**src/sv/kcmpd_pkg.sv**
```systemverilog
package kcmpd_pkg;

    localparam int MAX_POINTS = 64;
    localparam int IDX_W      = $clog2(MAX_POINTS);
    localparam int CNT_W      = $clog2(MAX_POINTS + 1);
    localparam int VAL_W      = 32;
    localparam int RUN_W      = 39;
    localparam int SUM_W      = 48;
    localparam int POS_W      = 6;
    localparam int K_W        = 7;
    localparam int ADDR_W     = 3;
    localparam logic [K_W-1:0] K_RESET = K_W'(2);
    localparam logic [K_W-1:0] K_MIN   = K_W'(2);
    localparam logic [ADDR_W-1:0] REG_WINDOW_SIZE = ADDR_W'(0);

    typedef enum logic [2:0] {
        ST_IDLE,
        ST_SCAN,
        ST_SEEK,
        ST_EMIT,
        ST_TOOFEW
    } t_state;

    typedef enum logic [2:0] {
        PH_READ,
        PH_MUL,
        PH_SUB,
        PH_ADD,
        PH_ACC,
        PH_CMP
    } t_phase;

    typedef struct packed {
        logic   insert;
        logic   scan_init;
        logic   phase_en;
        t_phase phase;
        logic   seek_rot;
        logic   seek_done;
        logic   emit_load;
        logic   toofew_load;
        logic   clear;
    } t_cmd;

    typedef struct packed {
        logic enough;
        logic elem_last;
        logic at_start;
        logic sel_last;
        logic slot_free;
    } t_stat;

endpackage

```
**src/sv/kcmpd_ctrl.sv**
```systemverilog
module kcmpd_ctrl (
    input  logic              i_clk,
    input  logic              i_rst_n,
    input  logic              i_valid,
    input  logic              i_last_item,
    input  kcmpd_pkg::t_stat  i_stat,
    output logic              o_ready,
    output kcmpd_pkg::t_cmd   o_cmd
);

    kcmpd_pkg::t_state r_state, n_state;
    kcmpd_pkg::t_phase r_phase, n_phase;

    always_ff @(posedge i_clk) begin
        if (!i_rst_n) begin
            r_state <= kcmpd_pkg::ST_IDLE;
            r_phase <= kcmpd_pkg::PH_READ;
        end else begin
            r_state <= n_state;
            r_phase <= n_phase;
        end
    end

    always_comb begin
        n_state = r_state;
        n_phase = r_phase;
        unique case (r_state)
            kcmpd_pkg::ST_IDLE: begin
                n_phase = kcmpd_pkg::PH_READ;
                if (i_valid && i_last_item) begin
                    n_state = i_stat.enough ? kcmpd_pkg::ST_SCAN : kcmpd_pkg::ST_TOOFEW;
                end
            end
            kcmpd_pkg::ST_SCAN: begin
                unique case (r_phase)
                    kcmpd_pkg::PH_READ: n_phase = kcmpd_pkg::PH_MUL;
                    kcmpd_pkg::PH_MUL:  n_phase = kcmpd_pkg::PH_SUB;
                    kcmpd_pkg::PH_SUB:  n_phase = kcmpd_pkg::PH_ADD;
                    kcmpd_pkg::PH_ADD:  n_phase = kcmpd_pkg::PH_ACC;
                    kcmpd_pkg::PH_ACC:  n_phase = kcmpd_pkg::PH_CMP;
                    kcmpd_pkg::PH_CMP: begin
                        n_phase = kcmpd_pkg::PH_READ;
                        if (i_stat.elem_last) begin
                            n_state = kcmpd_pkg::ST_SEEK;
                        end
                    end
                    default: n_phase = kcmpd_pkg::PH_READ;
                endcase
            end
            kcmpd_pkg::ST_SEEK: begin
                if (i_stat.at_start) begin
                    n_state = kcmpd_pkg::ST_EMIT;
                end
            end
            kcmpd_pkg::ST_EMIT: begin
                if (i_stat.slot_free && i_stat.sel_last) begin
                    n_state = kcmpd_pkg::ST_IDLE;
                end
            end
            kcmpd_pkg::ST_TOOFEW: begin
                if (i_stat.slot_free) begin
                    n_state = kcmpd_pkg::ST_IDLE;
                end
            end
            default: n_state = kcmpd_pkg::ST_IDLE;
        endcase
    end

    always_comb begin
        o_cmd   = '0;
        o_ready = 1'b0;
        o_cmd.phase = r_phase;
        unique case (r_state)
            kcmpd_pkg::ST_IDLE: begin
                o_ready         = 1'b1;
                o_cmd.insert    = i_valid;
                o_cmd.scan_init = i_valid && i_last_item;
            end
            kcmpd_pkg::ST_SCAN: begin
                o_cmd.phase_en = 1'b1;
            end
            kcmpd_pkg::ST_SEEK: begin
                o_cmd.seek_rot  = !i_stat.at_start;
                o_cmd.seek_done = i_stat.at_start;
            end
            kcmpd_pkg::ST_EMIT: begin
                o_cmd.emit_load = i_stat.slot_free;
                o_cmd.clear     = i_stat.slot_free && i_stat.sel_last;
            end
            kcmpd_pkg::ST_TOOFEW: begin
                o_cmd.toofew_load = i_stat.slot_free;
                o_cmd.clear       = i_stat.slot_free;
            end
            default: o_cmd = '0;
        endcase
    end

endmodule

```
**config.mk**
```make
export PLATFORM = sky130hd
export DESIGN_NAME = kcmpd_ctrl
export DESIGN_NICKNAME = d
export VERILOG_FILES = /design/src/sv/kcmpd_pkg.sv /design/src/sv/kcmpd_ctrl.sv
export SDC_FILE = /design/constraint.sdc
export NUM_CORES = 1
export LEC_CHECK = 0
export ABC_AREA = 1
export ABC_CLOCK_PERIOD_IN_PS = 1100
export BUFFER_PORTS_ARGS = -buffer_cell sky130_fd_sc_hd__buf_2
export CELL_PAD_IN_SITES_DETAIL_PLACEMENT = 0
export CELL_PAD_IN_SITES_GLOBAL_PLACEMENT = 2
export CORE_MARGIN = 2
export CORE_UTILIZATION = 19
export CTS_CLUSTER_SIZE = 12
export DETAILED_ROUTE_END_ITERATION = 6
export PLACE_DENSITY = 0.79
export SYNTH_ARGS = -nofsm -noshare
export SYNTH_HDL_FRONTEND = slang
export SYNTH_SLANG_ARGS = --single-unit
```
**constraint.sdc**
```tcl
create_clock -name i_clk -period 1.1 [get_ports i_clk]
set_input_delay 0.165 -clock i_clk [delete_from_list [all_inputs] [get_ports i_clk]]
set_output_delay 0.165 -clock i_clk [all_outputs]
set_load 0.05 [all_outputs]
```
== After elaboration in Yosys (flattened, before gate mapping) ==
Cells that the tools add are included.

* Bits of input ports: 9
* Word-level logic and storage cells: 43
* Bits in registers: 6

* Equality and inequality tests: 15
* Multiplexer cells: 18
* Reduce and logical (&&, ||, !) cells: 8

{| class="wikitable"
|+ Operators by type and width
! operator !! count
|-
| case mux 3 bit (5 select lines) || 2
|-
| 2-to-1 mux 3 bit || 8
|-
| == test 3 x 2 -> 1 bit, second input constant || 4
|-
| != test 2 bit, second input constant || 5
|-
| == test 3 bit, second input constant || 3
|-
| == test 3 x 1 -> 1 bit, second input constant || 2
|-
| zero test 3 bit || 2
|-
| case mux 3 bit (2 select lines) || 1
|-
| AND reduction 6 bit || 1
|-
| OR reduction 5 bit || 1
|-
| 2-to-1 mux 1 bit || 4
|-
| 2-to-1 mux 2 bit || 2
|-
| logical AND 1 bit || 2
|-
| != test 2 x 1 -> 1 bit, second input constant || 1
|-
| case mux 1 bit (2 select lines) || 1
|-
| nonzero test 2 bit || 1
|-
| zero test 1 bit || 1
|}

== Longest topological paths before layout ==
Gate-level depths: netlist of the first run.

* Word-level depth: 3
* Mapped depth: 8
* Mapped depth without buffers: 8

== Least setup slack after synthesis of the first run ==
No wires, ideal clock.

* Path kind: register -> output
* From: register r_state[0]
* To: output o_cmd[0] in the netlist's numbering
* Data arrival time: 1.434 ns
* Cell stages (with the launch flop): 5
* Required time: 0.935 ns
* Setup slack: -0.499 ns
* Cell sequence: dfxtp_1 nand2_1 nor2_2 inv_1 o22ai_1

{| class="wikitable"
|+ RTL lines
! what !! line !! RTL
|-
| from (decl) || kcmpd_ctrl.sv:11 || <nowiki>kcmpd_pkg::t_state r_state, n_state;</nowiki>
|-
| from (signal assigned) || kcmpd_ctrl.sv:16 || <nowiki>r_state <= kcmpd_pkg::ST_IDLE;</nowiki>
|-
| from (signal assigned) || kcmpd_ctrl.sv:19 || <nowiki>r_state <= n_state;</nowiki>
|-
| to (decl) || kcmpd_ctrl.sv:8 || <nowiki>output kcmpd_pkg::t_cmd o_cmd</nowiki>
|}

==> results of run 1 <==
## power by group through the flow
stage	Sequential (mW)	Combinational [mW]	Clock, mW
after global placement	0.419	1.97	0
after global routing	0.501	2.92	0.247
after floorplan	0.426	1.52	0
final	0.484	2.72	0.220
after CTS	0.479	2.40	0.228
after detailed placement	0.427	1.95	0
## what timing repair did
| action | 4_1_cts | 5_1_grt |
|---|---|---|
| endpoints found under the setup margin | 16 | 18 |
| pin swaps | 4 | 6 |
| resized for setup | 39 | 12 |
| buffers inserted | 3 | 3 |
## through the flow
| stage | util | TNS [ns] | instance area (um2) | hold slack [ns] | instances |
|---|---|---|---|---|---|
| floorplan | - | -0.650 | 578 | 0.276 | 84 |
| global placement | 0.322 | -1.22 | 783 | 0.441 | 143 |
| detailed placement | 0.322 | -1.17 | 783 | 0.445 | 143 |
| CTS | 0.393 | -3.18 | 956 | 0.183 | 150 |
| global route | 0.428 | -4.36 | 1040 | 0.197 | 153 |
| finish | 0.428 | -3.06 | 1040 | 0.198 | 153 |
## logic make-up (layout without fill, tap and decap cells)
logic type | count (synthesis) | count (layout) | synth area share
buffers and inverters | 16 | 55 | 0.125
and+or+nand+nor | 52 | 52 | 0.518
DFF | 6 | 6 | 0.250
AOI/OAI and AO/OA | 10 | 10 | 0.107
## area by class of cell
cell class / instances / area, um2
Fill cell: 260 / 1390
Multi-Input combinational cell: 62 / 453
Timing Repair Buffer: 35 / 327
Sequential cell: 6 / 131
Inverter: 16 / 67.6
Tap cell: 30 / 37.5
Clock buffer: 4 / 26.3
## placed cells by master (no fill, tap or decap), drive strengths merged
cell and count:
inv 14, nand2 19, dfxtp 6, a21oi 5, clkinvlp 2, nand3 9
buf 35, nor2 23, clkbuf 4, o21ai 4, o22ai 1, or2 1
## per-layer routing
layer / global-route usage / vias to the layer above
li1: - / 338
met4: 0.0583 / 0
met2: 0.183 / 8
met3: 0.0191 / 0
met5: 0 / -
met1: 0.140 / 301
## Yosys cell counts
cell type / n
a21oi_1: 5
dfxtp_1: 6
inv_1: 13
inv_2: 3
nand2_1: 17
nand2_2: 2
nand3_1: 7
nand3_2: 2
nor2_1: 17
nor2_2: 4
nor2_4: 2
o21ai_0: 2
o21ai_1: 2
o22ai_1: 1
or2_0: 1
## tightest hold or removal path, cell delays in order
cell and delay (ns):
buf_2 0.13, nand2_1 0.07, nor2_1 0.04
## flip-flops by register name, summed over array words and instances (netlist names)
name     cells
r_phase      3
r_state      3
## path summary, 6_finish.rpt
| check | start | endpoint | slack (ns) |
|---|---|---|---|
| max | r_state[1]$_SDFFE_PN0P_ | o_cmd[0] | -0.24 |
| min | i_rst_n | r_state[1]$_SDFFE_PN0P_ | 0.20 |
| max reg2reg | r_state[1]$_SDFFE_PN0P_ | r_state[2]$_SDFFE_PN0P_ | -0.19 |
| min reg2reg | r_state[0]$_SDFFE_PN0P_ | r_state[0]$_SDFFE_PN0P_ | 0.57 |
==> metrics.txt, run 1 <==
first-pass GRT wire length 2390 um; DR WL met3 26 um; Synth Instances 84; WL final 1460 um; initial antenna violation count 0; IO buf count 20; Final Wtd Congestion 0.746; GR Util All Layers 0.112; Comb pwr share 0.794; DRT iter0 DRCs 8; Startpoint Class flop; worst-margin pin slew 0.226 ns; vias per cell 4.23; I/O pins 21; Die X 54.3 um; Yosys cell types 15; final setup fails 17; sequential power share 0.141; PnR worst setup slack -0.244 ns; RSZ-0062 raised after global routing yes; Clk Latency, worst-skew pair 0.24 ns; DRC errors left 0; Worst IR Drop VDD 1390 uV; crit-path max FO 4; Critical Path, Cell by Cell nor2_4 > nand2_2 > o22ai_4 > buf_6; routed len/inst 9.55 um; top post-synthesis cells by area dfxtp_1 (25%), nand2_1 (13%), nor2_1 (13%); Stages on worst setup path 4; Die Span Y 54.3 um; CP max stage delay 0.36 ns; Peak Freq 744 MHz; period utilization 1.22; # hold bufs at CTS 0; Hold Crit Class in2reg; CORE AREA 0.00243 mm2; power density over cell area 3290 mW/mm2; Pint 1.61 mW; initial core utilization 0.198; met2 wire len 820 um; Cell Rows 18; CTS tree built; post-synthesis sequential area ratio 0.250; area grow syn2layout 117%; Top delay family on crit path flip-flops; CTS Buf Count 3; Pre-antenna DRT Iters 4; CP Class reg2out; area share of the largest cell type after synthesis 0.250; switch share 0.530; total power draw 3.43 mW; Place WS -0.219 ns; FF+latch count, synth 6; clk root buf clkbuf_4; failing checks setup timing; full die area 0.00295 mm2; nets@finish 133; ANT nets after route 0; Max H-tree Level 1; Max Clock Skew 0.000945 ns; Slew Viols, Final 0; GR Overflow Total 0; Sink Count 6; Critical Path RT 0.94 ns; status complete, but fails checks; Slew headroom 0.849; Worst-path clk slew 0.05 ns; critical path data arrival time 1.18 ns; largest net degree at the start of global routing 7; Max-cap violations 0; Net Count, Synth 93; slowest CP cell dfxtp_4; Reg2Reg Depth 8; number of antenna repair diodes 0; Clock power frac 0.064; Vias 647; CTS Buffer Depth 2; wire length on met1 614 um; worst hold stages 3; syn avg cell area 5.72 um2; switching pwr 1.82 mW; Syn. warnings 0; Mapped Area 480 um2; final worst path period need 1.34 ns; Final Hold Viols 0; vias in the first global route 604; layout cell share with drive strength beyond 1 0.634; DR top layer met3; CP Buf/Inv Count 1; Critical Path Sink Type output port; Detail Placement HPWL 1130 um; area leader, netlist dfxtp_1; Pleak 0.466 nW
Power figures use the tool's default switching activity.
==> run 2: changes to the inputs <==
--- a/config.mk
+++ b/config.mk
@@ -11,10 +11,11 @@
 export CELL_PAD_IN_SITES_DETAIL_PLACEMENT = 0
 export CELL_PAD_IN_SITES_GLOBAL_PLACEMENT = 2
 export CORE_MARGIN = 2
-export CORE_UTILIZATION = 19
+export CORE_UTILIZATION = 20
+export CTS_BUF_LIST = sky130_fd_sc_hd__clkbuf_4 sky130_fd_sc_hd__clkbuf_8
 export CTS_CLUSTER_SIZE = 12
 export DETAILED_ROUTE_END_ITERATION = 6
-export PLACE_DENSITY = 0.79
+export PLACE_DENSITY = 0.82
 export SYNTH_ARGS = -nofsm -noshare
 export SYNTH_HDL_FRONTEND = slang
 export SYNTH_SLANG_ARGS = --single-unit
==> metrics.txt, run 2 (synthesized netlist as in run 1, its figures left out) <==
final setup fails 18 (+1); Max-cap violations 0 (unchanged); crit-path max FO 5 (+1); initial antenna violation count 0 (unchanged); largest net degree at the start of global routing 7 (unchanged); worst hold stages 3 (unchanged); Die Span Y 53.0 um (-2.3%); vias in the first global route 610 (+0.99%); area grow syn2layout 118%; Reg2Reg Depth 7 (-1); met2 wire len 787 um (-4.0%); final core occ 0.469 (+0.0410); Pleak 0.465 nW (-0.17%); full die area 0.00281 mm2 (-4.6%); Max H-tree Level 1 (unchanged); # hold bufs at CTS 0 (unchanged); CORE AREA 0.00223 mm2 (-8.2%); Cell Rows 17 (-1); crit path capture o_cmd[4]; failing checks setup timing; CTS Buffer Depth 2 (unchanged); Final Wtd Congestion 0.859 (+15%); Critical Path RT 0.94 ns (about the same); vias per cell 4.25 (+0.50%); Critical Path Sink Type output port; Reg2Reg Setup Slack -0.17 ns (+0.02 ns); first-pass GRT wire length 2490 um (+4.0%); RSZ-0062 raised after global routing yes; Slew headroom 0.864 (+0.0146); clk root buf clkbuf_4; Slew Viols, Final 0 (unchanged); CP Class reg2out; Detail Placement HPWL 1120 um (-1.1%); layout cell share with drive strength beyond 1 0.677 (+0.0433); Clk Latency, worst-skew pair 0.24 ns (about the same); nets@finish 135 (+1.5%); GR Util All Layers 0.122 (+0.0102); Final Hold Viols 0 (unchanged); Crit Reg-Reg Endpoint r_state[2]$_SDFFE_PN0P_; Worst-path clk slew 0.04 ns (about the same); biggest registers after layout r_phase x3, r_state x3; final worst path period need 1.35 ns (+0.00278 ns); initial core utilization 0.215 (+0.0176); Sink Count 6 (unchanged); Worst IR Drop VDD 1200 uV (-14%); reg2reg start r_state[0]$_SDFFE_PN0P_; Startpoint Class flop; WL final 1470 um (+0.89%); CTS Buf Count 3 (unchanged); Fillers 226 (-13%); period utilization 1.22 (+0.00253); post-route setup TNS -3.11 ns (-0.0530 ns); DR top layer met3; status complete, but fails checks; wire length on met1 636 um (+3.6%); I/O pins 21 (unchanged); Peak Freq 743 MHz (-0.21%); worst-margin pin slew 0.203 ns (-0.0238 ns); critical path launch point r_state[0]$_SDFFE_PN0P_; Max Clock Skew 0.00347 ns (+0.00252 ns); Vias 646 (-0.15%); GR Overflow Total 0 (unchanged); commonest non-fill, non-tap cells in the layout nor2_4 (13), buf_4 (13), nand2_1 (12), buf_6 (11); IO buf count 20 (unchanged); Pre-antenna DRT Iters 4 (unchanged); ANT nets after route 0 (unchanged); Die X 53.0 um (-2.3%); power density over cell area 3280 mW/mm2 (-0.32%); PnR worst setup slack -0.247 ns (-0.00278 ns); Hold Crit Class in2reg; DR WL met3 51 um (+96%); DRT iter0 DRCs 8 (unchanged); routed len/inst 9.70 um (+1.6%); number of antenna repair diodes 0 (unchanged); CTS tree built; critical path data arrival time 1.18 ns (about the same); DRC errors left 0 (unchanged)
## run 2: layout make-up
type	count	area, um2	area share
clock buffer	3	22.5	0.0215
inverter	16	67.6	0.0644
multi-input combinational	62	455	0.434
sequential	6	131	0.125
tap	28	35.0	0.0334
timing repair buffer	37	337	0.321
## run 2: per-layer routing
layer,up-vias,track usage
li1,343,-
met1,291,0.139
met2,12,0.210
met3,0,0.0424
met4,0,0.0385
met5,-,0
## run 2: metrics by stage
step	hold WS, ns	total power [mW]	instances	worst slack, ns	cell area (um2)
floorplan	0.276	1.94	84	-0.127	578
global placement	0.440	2.46	144	-0.151	803
detailed placement	0.435	2.46	144	-0.184	803
CTS	0.178	3.23	149	-0.283	983
global route	0.195	3.67	152	-0.317	1050
finish	0.188	3.43	152	-0.247	1050
## run 2: worst max-delay path, stage by stage (launching register included)
cell	delay (ns)
dfxtp_4	0.37
nor2_4	0.20
nand3_2	0.12
clkinvlp_4	0.11
buf_8	0.14
## run 2: how the worst min path moves through the flow
stage | end | start | slack [ns]
after global routing | r_state[1]$_SDFFE_PN0P_ | i_rst_n | 0.20
after detailed placement | r_state[0]$_SDFFE_PN0P_ | i_rst_n | 0.44
after floorplan | r_state[0]$_SDFFE_PN0P_ | i_rst_n | 0.28
final | r_state[0]$_SDFFE_PN0P_ | i_rst_n | 0.19
after CTS | r_state[0]$_SDFFE_PN0P_ | i_rst_n | 0.18
after global placement | r_state[0]$_SDFFE_PN0P_ | i_rst_n | 0.44
## run 2: report_power, final
part	total, mW	leakage (nW)	switching, mW	internal [mW]
Combinational	2.76	0.401	1.62	1.15
Sequential	0.473	0.0511	0.145	0.328
Clock	0.198	0.0138	0.0748	0.123
Total	3.43	0.465	1.84	1.60
## run 2: what timing repair did
item,CTS,global route
gates cloned,0,0
setup endpoints to repair,15,18
hold endpoints to repair,0,0
gates resized for setup,44,11
pin swaps,8,10
buffers inserted,3,3
